### src/design/aqi_pkg.sv
`timescale 1ns / 1ps
package aqi_pkg;

  localparam int SEGMENTS   = 7;
  localparam int TABLE_ROWS = 7;
  localparam int ROWS       = (SEGMENTS < TABLE_ROWS) ? SEGMENTS : TABLE_ROWS;

  localparam int NSTAGES = 6;

  localparam int CONC_W   = 14;
  localparam int COARSE_W = 11;
  localparam int BP_W     = 13;
  localparam int IDX_W    = 9;
  localparam int RISE_W   = 7;
  localparam int SPAN_W   = 11;
  localparam int RECIP_W  = 14;
  localparam int NUM_W    = 19;
  localparam int PROD_W   = NUM_W + RECIP_W;
  localparam int DEN_W    = SPAN_W + 1;

  localparam int RECIP_SHIFT = 20;

  localparam int DIV10_SHIFT = 19;
  localparam logic [15:0] DIV10_MUL = 16'd52429;

  typedef struct packed {
    logic [CONC_W-1:0] fine_dust_tenths;
    logic [CONC_W-1:0] coarse_dust_tenths;
  } aqi_in_t;

  typedef struct packed {
    logic [IDX_W-1:0] fine_index;
    logic             fine_valid;
    logic [IDX_W-1:0] coarse_index;
    logic             coarse_valid;
    logic [IDX_W-1:0] overall_index;
    logic             overall_valid;
  } aqi_out_t;

  // recip = floor(2^RECIP_SHIFT / (2 * span))
  typedef struct packed {
    logic [BP_W-1:0]    lo;
    logic [BP_W-1:0]    hi;
    logic [IDX_W-1:0]   ilo;
    logic [RISE_W-1:0]  rise;
    logic [SPAN_W-1:0]  span;
    logic [RECIP_W-1:0] recip;
  } aqi_seg_t;

  typedef struct packed {
    logic s2;
    logic s3;
    logic s4;
    logic s5;
  } aqi_lane_en_t;

  typedef struct packed {
    logic [IDX_W-1:0] index;
    logic             valid;
  } aqi_lane_res_t;

  // PM2.5 in 0.1 ug/m3
  localparam aqi_seg_t FINE_TAB [TABLE_ROWS] = '{
    '{13'd0,    13'd120,  9'd0,   7'd50, 11'd120,  14'd4369},
    '{13'd121,  13'd354,  9'd51,  7'd49, 11'd233,  14'd2250},
    '{13'd355,  13'd554,  9'd101, 7'd49, 11'd199,  14'd2634},
    '{13'd555,  13'd1504, 9'd151, 7'd49, 11'd949,  14'd552},
    '{13'd1505, 13'd2504, 9'd201, 7'd99, 11'd999,  14'd524},
    '{13'd2505, 13'd3504, 9'd301, 7'd99, 11'd999,  14'd524},
    '{13'd3505, 13'd5004, 9'd401, 7'd99, 11'd1499, 14'd349}
  };

  // PM10 in whole ug/m3
  localparam aqi_seg_t COARSE_TAB [TABLE_ROWS] = '{
    '{13'd0,   13'd54,  9'd0,   7'd50, 11'd54, 14'd9709},
    '{13'd55,  13'd154, 9'd51,  7'd49, 11'd99, 14'd5295},
    '{13'd155, 13'd254, 9'd101, 7'd49, 11'd99, 14'd5295},
    '{13'd255, 13'd354, 9'd151, 7'd49, 11'd99, 14'd5295},
    '{13'd355, 13'd424, 9'd201, 7'd99, 11'd69, 14'd7598},
    '{13'd425, 13'd504, 9'd301, 7'd99, 11'd79, 14'd6636},
    '{13'd505, 13'd604, 9'd401, 7'd99, 11'd99, 14'd5295}
  };

endpackage

### src/design/aqi_prescale.sv
`timescale 1ns / 1ps
module aqi_prescale (
  input  logic               clk_i,
  input  logic               en_i,
  input  aqi_pkg::aqi_in_t   in_data_i,
  output logic [13:0]        fine_o,
  output logic [10:0]        coarse_o
);
  import aqi_pkg::*;

  logic [CONC_W+15:0]   prod;
  logic [CONC_W-1:0]    fine_q;
  logic [COARSE_W-1:0]  coarse_d, coarse_q;

  // x / 10 by reciprocal, exact over the 14-bit input range
  assign prod     = (CONC_W+16)'(in_data_i.coarse_dust_tenths) * (CONC_W+16)'(DIV10_MUL);
  assign coarse_d = prod[DIV10_SHIFT+COARSE_W-1:DIV10_SHIFT];

  always_ff @(posedge clk_i) begin
    if (en_i) begin
      fine_q   <= in_data_i.fine_dust_tenths;
      coarse_q <= coarse_d;
    end
  end

  assign fine_o   = fine_q;
  assign coarse_o = coarse_q;

endmodule

### src/design/aqi_lane.sv
`timescale 1ns / 1ps
module aqi_lane (
  input  logic                   clk_i,
  input  aqi_pkg::aqi_lane_en_t  en_i,
  input  logic                   tab_sel_i,
  input  logic [13:0]            conc_i,
  output aqi_pkg::aqi_lane_res_t res_o
);
  import aqi_pkg::*;

  // stage 2: segment search
  logic              hit_d, hit2_q;
  aqi_seg_t          seg_d, seg2_q;
  logic [SPAN_W-1:0] off_d, off2_q;

  always_comb begin
    aqi_seg_t row;
    hit_d = 1'b0;
    seg_d = FINE_TAB[0];
    for (int k = ROWS - 1; k >= 0; k--) begin
      row = tab_sel_i ? COARSE_TAB[k] : FINE_TAB[k];
      if (conc_i >= {1'b0, row.lo} && conc_i <= {1'b0, row.hi}) begin
        hit_d = 1'b1;
        seg_d = row;
      end
    end
    off_d = SPAN_W'(conc_i - {1'b0, seg_d.lo});
  end

  always_ff @(posedge clk_i) begin
    if (en_i.s2) begin
      hit2_q <= hit_d;
      seg2_q <= seg_d;
      off2_q <= off_d;
    end
  end

  // stage 3: numerator 2*rise*off + span
  logic [RISE_W+SPAN_W-1:0] ro;
  logic [NUM_W-1:0]         n_d, n3_q;
  logic                     hit3_q;
  aqi_seg_t                 seg3_q;

  assign ro  = (RISE_W+SPAN_W)'(seg2_q.rise) * (RISE_W+SPAN_W)'(off2_q);
  assign n_d = {ro, 1'b0} + NUM_W'(seg2_q.span);

  always_ff @(posedge clk_i) begin
    if (en_i.s3) begin
      hit3_q <= hit2_q;
      seg3_q <= seg2_q;
      n3_q   <= n_d;
    end
  end

  // stage 4: multiply by segment reciprocal
  logic [PROD_W-1:0] p_d, p4_q;
  logic [NUM_W-1:0]  n4_q;
  logic              hit4_q;
  aqi_seg_t          seg4_q;

  assign p_d = PROD_W'(n3_q) * PROD_W'(seg3_q.recip);

  always_ff @(posedge clk_i) begin
    if (en_i.s4) begin
      hit4_q <= hit3_q;
      seg4_q <= seg3_q;
      n4_q   <= n3_q;
      p4_q   <= p_d;
    end
  end

  // stage 5: estimate is exact or one low; one correction step
  logic [RISE_W-1:0] q0, q_d, q5_q;
  logic [DEN_W-1:0]  den;
  logic [NUM_W-1:0]  qden, rem;
  logic              hit5_q;
  logic [IDX_W-1:0]  ilo5_q;

  assign q0   = p4_q[RECIP_SHIFT+RISE_W-1:RECIP_SHIFT];
  assign den  = {seg4_q.span, 1'b0};
  assign qden = NUM_W'(q0) * NUM_W'(den);
  assign rem  = n4_q - qden;
  assign q_d  = q0 + RISE_W'(rem >= NUM_W'(den));

  always_ff @(posedge clk_i) begin
    if (en_i.s5) begin
      hit5_q <= hit4_q;
      ilo5_q <= seg4_q.ilo;
      q5_q   <= q_d;
    end
  end

  assign res_o.valid = hit5_q;
  assign res_o.index = hit5_q ? (ilo5_q + IDX_W'(q5_q)) : '0;

endmodule

### src/design/particulate_air_quality_index.sv
// Flow: an accepted input word passes through every registered stage to its output word.
// Throughput: one word per cycle while out_stall_i is low; every stage holds one word in flight.
// Depth is set by the div-by-10, segment search, numerator multiply,
// reciprocal multiply and correction stages plus the output register.
// Reset: async active low, clears all stage valid bits; pipeline is empty.
`timescale 1ns / 1ps
module particulate_air_quality_index (
  input  logic              clk_i,
  input  logic              rst_ni,
  input  logic              in_valid_i,
  output logic              in_stall_o,
  input  aqi_pkg::aqi_in_t  in_data_i,
  output logic              out_valid_o,
  input  logic              out_stall_i,
  output aqi_pkg::aqi_out_t out_data_o
);
  import aqi_pkg::*;

  logic [NSTAGES-1:0] v_d, v_q, adv;

  always_comb begin
    adv[NSTAGES-1] = !v_q[NSTAGES-1] || !out_stall_i;
    for (int k = NSTAGES - 2; k >= 0; k--) begin
      adv[k] = !v_q[k] || adv[k+1];
    end
    for (int k = 0; k < NSTAGES; k++) begin
      if (adv[k]) begin
        v_d[k] = (k == 0) ? in_valid_i : v_q[(k == 0) ? 0 : k - 1];
      end else begin
        v_d[k] = v_q[k];
      end
    end
  end

  always_ff @(posedge clk_i or negedge rst_ni) begin
    if (!rst_ni) begin
      v_q <= '0;
    end else begin
      v_q <= v_d;
    end
  end

  assign in_stall_o = !adv[0];

  logic [CONC_W-1:0]   fine_c;
  logic [COARSE_W-1:0] coarse_c;

  aqi_prescale u_prescale (
    .clk_i     (clk_i),
    .en_i      (adv[0]),
    .in_data_i (in_data_i),
    .fine_o    (fine_c),
    .coarse_o  (coarse_c)
  );

  aqi_lane_en_t  lane_en;
  aqi_lane_res_t fine_res, coarse_res;

  assign lane_en.s2 = adv[1];
  assign lane_en.s3 = adv[2];
  assign lane_en.s4 = adv[3];
  assign lane_en.s5 = adv[4];

  aqi_lane u_fine (
    .clk_i     (clk_i),
    .en_i      (lane_en),
    .tab_sel_i (1'b0),
    .conc_i    (fine_c),
    .res_o     (fine_res)
  );

  aqi_lane u_coarse (
    .clk_i     (clk_i),
    .en_i      (lane_en),
    .tab_sel_i (1'b1),
    .conc_i    (CONC_W'(coarse_c)),
    .res_o     (coarse_res)
  );

  aqi_out_t out_d, out_q;

  always_comb begin
    out_d.fine_index    = fine_res.index;
    out_d.fine_valid    = fine_res.valid;
    out_d.coarse_index  = coarse_res.index;
    out_d.coarse_valid  = coarse_res.valid;
    out_d.overall_index = (coarse_res.index > fine_res.index) ? coarse_res.index
                                                              : fine_res.index;
    out_d.overall_valid = fine_res.valid || coarse_res.valid;
  end

  always_ff @(posedge clk_i) begin
    if (adv[NSTAGES-1]) begin
      out_q <= out_d;
    end
  end

  assign out_valid_o = v_q[NSTAGES-1];
  assign out_data_o  = out_q;

  a_stall_full: assert property (@(posedge clk_i) disable iff (!rst_ni)
    in_stall_o |-> (&v_q))
    else $error("input stalled with a bubble in the pipeline");

  a_overall_valid: assert property (@(posedge clk_i) disable iff (!rst_ni)
    out_valid_o |-> (out_data_o.overall_valid ==
                     (out_data_o.fine_valid || out_data_o.coarse_valid)))
    else $error("overall valid does not match lane valids");

  a_invalid_zero: assert property (@(posedge clk_i) disable iff (!rst_ni)
    out_valid_o |-> ((out_data_o.fine_valid || out_data_o.fine_index == '0) &&
                     (out_data_o.coarse_valid || out_data_o.coarse_index == '0)))
    else $error("index nonzero without valid");

  a_overall_max: assert property (@(posedge clk_i) disable iff (!rst_ni)
    out_valid_o |-> (out_data_o.overall_index >= out_data_o.fine_index &&
                     out_data_o.overall_index >= out_data_o.coarse_index))
    else $error("overall index below a lane index");

endmodule

### config.mk
export PLATFORM = sky130hd
export DESIGN_NAME = particulate_air_quality_index
export DESIGN_NICKNAME = d
export VERILOG_FILES = /design/src/design/aqi_pkg.sv /design/src/design/aqi_prescale.sv /design/src/design/aqi_lane.sv /design/src/design/particulate_air_quality_index.sv
export SDC_FILE = /design/constraint.sdc
export NUM_CORES = 2
export LEC_CHECK = 0
export BUFFER_PORTS_ARGS = -buffer_cell sky130_fd_sc_hd__buf_2
export CAP_MARGIN = 20
export CORE_MARGIN = 2
export CORE_UTILIZATION = 55
export DETAILED_ROUTE_END_ITERATION = 10
export PLACE_DENSITY = 0.71
export RECOVER_POWER = 25
export SLEW_MARGIN = 20
export SYNTH_ARGS = -nofsm -noshare
export SYNTH_HDL_FRONTEND = slang
export SYNTH_SLANG_ARGS = --single-unit
### constraint.sdc
create_clock -name clk_i -period 13.4 [get_ports clk_i]
set_input_delay 2.68 -clock clk_i [delete_from_list [all_inputs] [get_ports clk_i]]
set_output_delay 2.68 -clock clk_i [all_outputs]
set_load 0.02 [all_outputs]
# --- After elaboration in Yosys (flattened, before gate mapping) ---
# Index checks and enable logic that the tools add are counted.
word_totals:
  ff_bits: 443
  latchBits: 0
  ram_bits: 0
  romBits: 0
  in_bits: 32
  out_inout_bits: 32
  wordCells: 183
  n_memories: 0
classes:
  addsub: 10
  n_mul: 7
  n_div: 0
  magnitude_cmp: 31
  n_eq_ne: 0
  n_shift: 0
  mux: 19
  bitwise: 0
  n_reduce_logical: 39
ops:
  columns: ["op", "n"]
  rows:
  - ["two-way mux 65 bit", 7]
  - ["two-way mux 63 bit", 7]
  - ["multiplier 7 x 11 -> 18 bit", 4]
  - ["multiplier 19 x 14 -> 27 bit", 2]
  - ["adder 19 x 11 -> 19 bit", 2]
  - [">= comparator 19 x 12 -> 1 bit", 2]
  - ["subtractor 19 bit", 2]
  - [">= comparator 11 x 9 -> 1 bit, second input constant", 3]
  - ["less-or-equal comparator 11 x 9 -> 1 bit, second input constant", 3]
  - ["multiplier 14 x 16 -> 30 bit, second input constant", 1]
  - [">= comparator 14 x 12 -> 1 bit, second input constant", 2]
  - ["less-or-equal comparator 14 x 12 -> 1 bit, second input constant", 2]
  - ["two-way mux 9 bit", 3]
  - [">= comparator 11 x 8 -> 1 bit, second input constant", 2]
  - ["less-or-equal comparator 11 x 8 -> 1 bit, second input constant", 2]
  - ["adder 9 x 7 -> 9 bit", 2]
  - ["adder 7 x 1 -> 7 bit", 2]
  - [">= comparator 14 x 1 -> 1 bit, second input constant", 1]
  - [">= comparator 14 x 10 -> 1 bit, second input constant", 1]
  - [">= comparator 14 x 11 -> 1 bit, second input constant", 1]
  - [">= comparator 14 x 7 -> 1 bit, second input constant", 1]
  - [">= comparator 14 x 9 -> 1 bit, second input constant", 1]
  - ["less-or-equal comparator 14 x 10 -> 1 bit, second input constant", 1]
  - ["less-or-equal comparator 14 x 11 -> 1 bit, second input constant", 1]
  - ["other kinds (19)", 51]

# --- Depth between registers and ports, before layout ---
logic_depth:
  depth_word: 10
  depth_mapped: 34
  mapped_depth_nobuf: 33

# --- By module ---
# A second synthesis with hierarchy kept.
hier_totals:
  cells_unflattened: 4516
  hier_area_um2: 46149.3
modules_own_cells:
  columns: ["mod", "n_inst", "cells_per_inst", "area_each_um2", "seq_area_each_um2"]
  rows:
  - ["aqi_lane at u_fine", 1, 2024, 20360.8, 4864.7]
  - ["aqi_lane at u_coarse", 1, 2017, 20141.8, 4864.7]
  - ["aqi_prescale", 1, 382, 4146.5, 750.7]
  - ["particulate_air_quality_index", 1, 93, 1500.2, 1051.0]

# --- Worst setup path before layout ---
# No wires, ideal clock.
synth_path:
  path_kind: "input-to-reg"
  from: "input port in_data_i[11] in the netlist's numbering"
  to: "register u_prescale.coarse_q[10] (netlist: u_prescale.coarse_o[10]), data pin"
  setup_ns: 0.260
  arrival_time_ns: 7.529
  required_ns: 13.140
  slack_ns: 5.611
  stages: 20
  path_buffers: 0
  cell_sequence: "ha_1 inv_1 fa_1 inv_1 fa_1 inv_1 fa_1 inv_1 fa_1 fa_1 ha_1 nand2_1 o211ai_1 nor2_1 a211o_1 a2111oi_2 o221a_2 or3_1 a31oi_1 xnor2_1"
synth_between:
  elab_chain_len: 1
synth_rtl:
  columns: ["item", "line", "rtl"]
  rows:
  - ["from (decl)", "particulate_air_quality_index.sv:12", "input aqi_pkg::aqi_in_t in_data_i,"]
  - ["multiplier 14 x 16 -> 30 bit", "aqi_prescale.sv:16", "assign prod = (CONC_W+16)'(in_data_i.coarse_dust_tenths) * (CONC_W+16)'(DIV10_MUL);"]
  - ["named net u_prescale.prod[29]", "aqi_prescale.sv:11", "logic [CONC_W+15:0] prod;"]
  - ["to (signal assigned)", "aqi_prescale.sv:22", "coarse_q <= coarse_d;"]
  - ["to (decl)", "aqi_prescale.sv:13", "logic [COARSE_W-1:0] coarse_d, coarse_q;"]
# The timed path passes the listed nets, and every way through them passes these cells.
# A chain may end at the register's enable or synchronous reset.

# --- Final worst setup path ---
layout_path:
  from: "input port in_data_i[12] in the netlist's numbering"
  to: "register u_prescale.coarse_q[10] (netlist: u_prescale.coarse_o[10]), data pin"
# The elaborated chain is that of the path after synthesis.

==> flow_metrics.tcl <==
set metrics [dict create \
    outcome "finished, final reports clean" \
    postSynth.topFlopCell "sky130_fd_sc_hd__edfxtp_1" \
    synthesized_area_sq_um 39570 \
    clock_tree.htree_level_count 2 \
    die_height_um 272.2 \
    worst_hold_path_type "register to register" \
    dpl.hpwl_um 64120 \
    final_weighted_congestion_of_routability_driven_global_placement 0.8828 \
    gr-usage-all-layers_pct 22.44 \
    drive_above_1_share_pct 4.610 \
    cts_max_path_buffers 3 \
    synthCells 3698 \
    grt_start_max_net_pins 80 \
    grt.met2_usage_pct 36.61 \
    route.detailed.wl_per_inst_um 17.01 \
    synth_nets 4785 \
    netlist-cell-type-count 81 \
    detail_route.drc_violations 0 \
    timing.setup.tns_ns 0 \
    finalHoldWorstSlack_ns 0.4086 \
    timing.max_cap.violations 0 \
    final_net_count 4832 \
    mostFrequentLayoutCells "632 x sky130_fd_sc_hd__inv_1, 553 x sky130_fd_sc_hd__ha_1, 502 x sky130_fd_sc_hd__fa_1, 404 x sky130_fd_sc_hd__and2_1, 333 x sky130_fd_sc_hd__edfxtp_1" \
    first_pass_iters 5 \
    critical_path_required_ns 13.70 \
    critical_path.max_fanout 4 \
    period_minus_slack_ns 7.680 \
    die_width_um 272.2 \
    layout-area-overhead-vs-synth_pct 6.545 \
    grt_overflow 0 \
    core.rowCount 98 \
    dieArea_sq_um 74110 \
    antenna_violating_nets_post_route 0 \
    floorplan.initialDensity_pct 55.45 \
    layout_commonest_cell "sky130_fd_sc_hd__inv_1" \
    cts_resized 0 \
    initialDrtViolationCount 1503 \
    fraction_of_synthesis_flops_using_an_asynchronous_set_or_reset_pin_pct 1.770 \
    gr-usage-met3_pct 3.042 \
    hold-path-cell-count 0 \
    wl_um 80370 \
    tritoncts "yes" \
    worstSetupPathType "input pin to register" \
    grt_antenna_before_repair 1 \
    via_density_per_instance 5.379 \
    synth_edf_count 333 \
    setup_viol 0 \
    grt_util_met1_pct 32.16 \
    cts_buffers 39 \
    clock-skew-final_ns 0.03436 \
    ios 64 \
    grt_pass1_wl_um 133100 \
    fillerInstances 6044 \
    port_buffers 63 \
    synthesis.yosys.warnings 0 \
    floorplan.core_area_sq_um 71360 \
    endpoint_kind "register" \
    cts_hold_repair.buffers 0 \
    synthesis.area_per_instance_sq_um 10.70 \
    clk_latency_ns 0.59 \
    clk_pin_slew_ns 0.07 \
    report.final.slew_viol_count 0 \
    grt_pass1_vias 25810 \
    synth.yosys.seq_area_share_pct 25.65 \
    finalCritPeriodShare_pct 57.32 \
    cts_root_buffer "sky130_fd_sc_hd__clkbuf_16" \
    busiest_layer "met2" \
    rr_worst_depth 29 \
    critical_path_arrival_ns 7.98 \
    cts_post_setup_buffers_inserted 0 \
    relSlewSlack_pct 12.82 \
    critPathLaunchType "input pin" \
    route.vias.total 25420 \
    finalHoldViolCount 0 \
    max_clock_freq_mhz 130.2 \
    worst_slew_pin_slew_ns 1.308 \
    grt_setup_unrepaired "no" \
    numClockSinks 339 \
    synth-seq-cells 339 \
]
-- cells in the mapped netlist, types with 7 or more instances --
| cell type | n | share of area (%) |
|---|---|---|
| sky130_fd_sc_hd__or3_1 | 18 | 0.28 |
| sky130_fd_sc_hd__edfxtp_1 | 333 | 25 |
| sky130_fd_sc_hd__inv_1 | 633 | 6.0 |
| sky130_fd_sc_hd__ha_1 | 553 | 17 |
| sky130_fd_sc_hd__nand3_1 | 37 | 0.47 |
| sky130_fd_sc_hd__a31oi_1 | 7 | 0.11 |
| sky130_fd_sc_hd__nor3_1 | 33 | 0.42 |
| sky130_fd_sc_hd__or2_2 | 16 | 0.25 |
| sky130_fd_sc_hd__and2_1 | 415 | 6.6 |
| sky130_fd_sc_hd__a21oi_1 | 115 | 1.5 |
| sky130_fd_sc_hd__mux2_2 | 9 | 0.26 |
| sky130_fd_sc_hd__xnor2_1 | 117 | 2.6 |
| sky130_fd_sc_hd__a21boi_0 | 21 | 0.40 |
| sky130_fd_sc_hd__xor2_1 | 51 | 1.1 |
| sky130_fd_sc_hd__a211oi_1 | 16 | 0.30 |
| sky130_fd_sc_hd__nor2b_1 | 32 | 0.51 |
| sky130_fd_sc_hd__fa_1 | 502 | 25 |
| sky130_fd_sc_hd__nand4_1 | 13 | 0.21 |
| sky130_fd_sc_hd__nand2b_1 | 36 | 0.57 |
| sky130_fd_sc_hd__clkbuf_1 | 58 | 0.55 |
| sky130_fd_sc_hd__nor4_1 | 7 | 0.11 |
| sky130_fd_sc_hd__o21ai_0 | 76 | 0.96 |
| sky130_fd_sc_hd__o21bai_1 | 17 | 0.32 |
| sky130_fd_sc_hd__and3_1 | 12 | 0.19 |
| sky130_fd_sc_hd__o211ai_1 | 16 | 0.30 |
| sky130_fd_sc_hd__nand2_1 | 243 | 2.3 |
| sky130_fd_sc_hd__o21a_1 | 40 | 0.76 |
| sky130_fd_sc_hd__o31ai_1 | 11 | 0.21 |
| sky130_fd_sc_hd__nor2_1 | 118 | 1.1 |
| sky130_fd_sc_hd__a21o_1 | 32 | 0.61 |
-- stage by stage --
stage               worst slack, ns  area (sq um)  cells  utilization (%)
finish                        5.720         42160   4726            59.08
global route                  5.306         42150   4724            59.07
CTS                           5.699         42160   4724            59.08
detailed placement            5.120         40890   4654            57.29
global placement              5.154         40890   4654            57.29
floorplan                     5.611         39570   3698                -
-- state kept, by name, indices dropped and copies added, names as in the netlist, 18 cells and up --
signal / count
u_fine.seg2_q: 27
u_fine.n4_q: 18
u_coarse.seg3_q: 22
u_fine.seg3_q: 25
out_data_o: 30
u_coarse.n3_q: 18
u_fine.n3_q: 18
u_coarse.n4_q: 18
u_coarse.seg2_q: 25
-- cell families (layout without fill, tap and decap cells) --
kind of cell               Yosys count  after routing  synth area share (%)
xor gates and xnor gates           169            169                 3.775
other                                0              2                     0
DFF                                339            339                 25.65
adders and majority gates         1055           1055                 42.88
buffers and inverters              696            772                 6.631
AOI/OAI and AO/OA                  411            411                 6.909
and+or+nand+nor                   1014           1014                 13.77
muxes                               14             14                0.3826
-- worst max-delay path, stage by stage --
cell and delay, ns:
sky130_fd_sc_hd__buf_2 0.13, sky130_fd_sc_hd__ha_1 0.32, sky130_fd_sc_hd__inv_1 0.06, sky130_fd_sc_hd__fa_1 0.47
sky130_fd_sc_hd__inv_1 0.06, sky130_fd_sc_hd__fa_1 0.53, sky130_fd_sc_hd__inv_1 0.05, sky130_fd_sc_hd__fa_1 0.53
sky130_fd_sc_hd__inv_1 0.05, sky130_fd_sc_hd__fa_1 0.57, sky130_fd_sc_hd__fa_1 0.43, sky130_fd_sc_hd__ha_1 0.33
sky130_fd_sc_hd__nand2_1 0.06, sky130_fd_sc_hd__o211ai_1 0.19, sky130_fd_sc_hd__nor2_1 0.07, sky130_fd_sc_hd__a211o_1 0.35
sky130_fd_sc_hd__a2111oi_2 0.45, sky130_fd_sc_hd__o221a_2 0.31, sky130_fd_sc_hd__or3_1 0.11, sky130_fd_sc_hd__a31oi_1 0.09
sky130_fd_sc_hd__xnor2_1 0.13
-- area by class of cell --
class | instances | area [sq um] | share of cell area (%)
Clock inverter | 26 | 277.8 | 0.6589
Multi-Input combinational cell | 2663 | 26810 | 63.59
Clock buffer | 44 | 994.7 | 2.359
Sequential cell | 339 | 10150 | 24.07
Tap cell | 950 | 1189 | 2.819
Timing Repair Buffer | 69 | 355.3 | 0.8429
Antenna cell | 2 | 5.005 | 0.01187
Inverter | 633 | 2377 | 5.639
-- worst paths after layout --
kind	from	end	slack, ns
setup / recovery	in_data_i[12]	u_prescale.coarse_o[10]	5.72
hold / removal	u_coarse.seg4_q[35]	u_coarse.ilo5_q[3]	0.41
setup reg to reg	u_coarse.den[5]	u_coarse.q5_q[6]	5.83
min in group asynchronous	rst_ni	v_q[0]	1.96
hold reg to reg	u_coarse.seg4_q[35]	u_coarse.ilo5_q[3]	0.41
max in group asynchronous	rst_ni	v_q[4]	11.20
-- routing by layer --
| metal | share of wire, % | vias up |
|---|---|---|
| li1 | - | 12260 |
| met1 | 46 | 12520 |
| met2 | 48 | 546 |
| met3 | 5.0 | 95 |
| met4 | 1.7 | 0 |
| met5 | 0 | - |
Power is left out: the tool's default activity adds up to more than one toggle a clock period on the data nets, which glitch-free logic cannot reach.
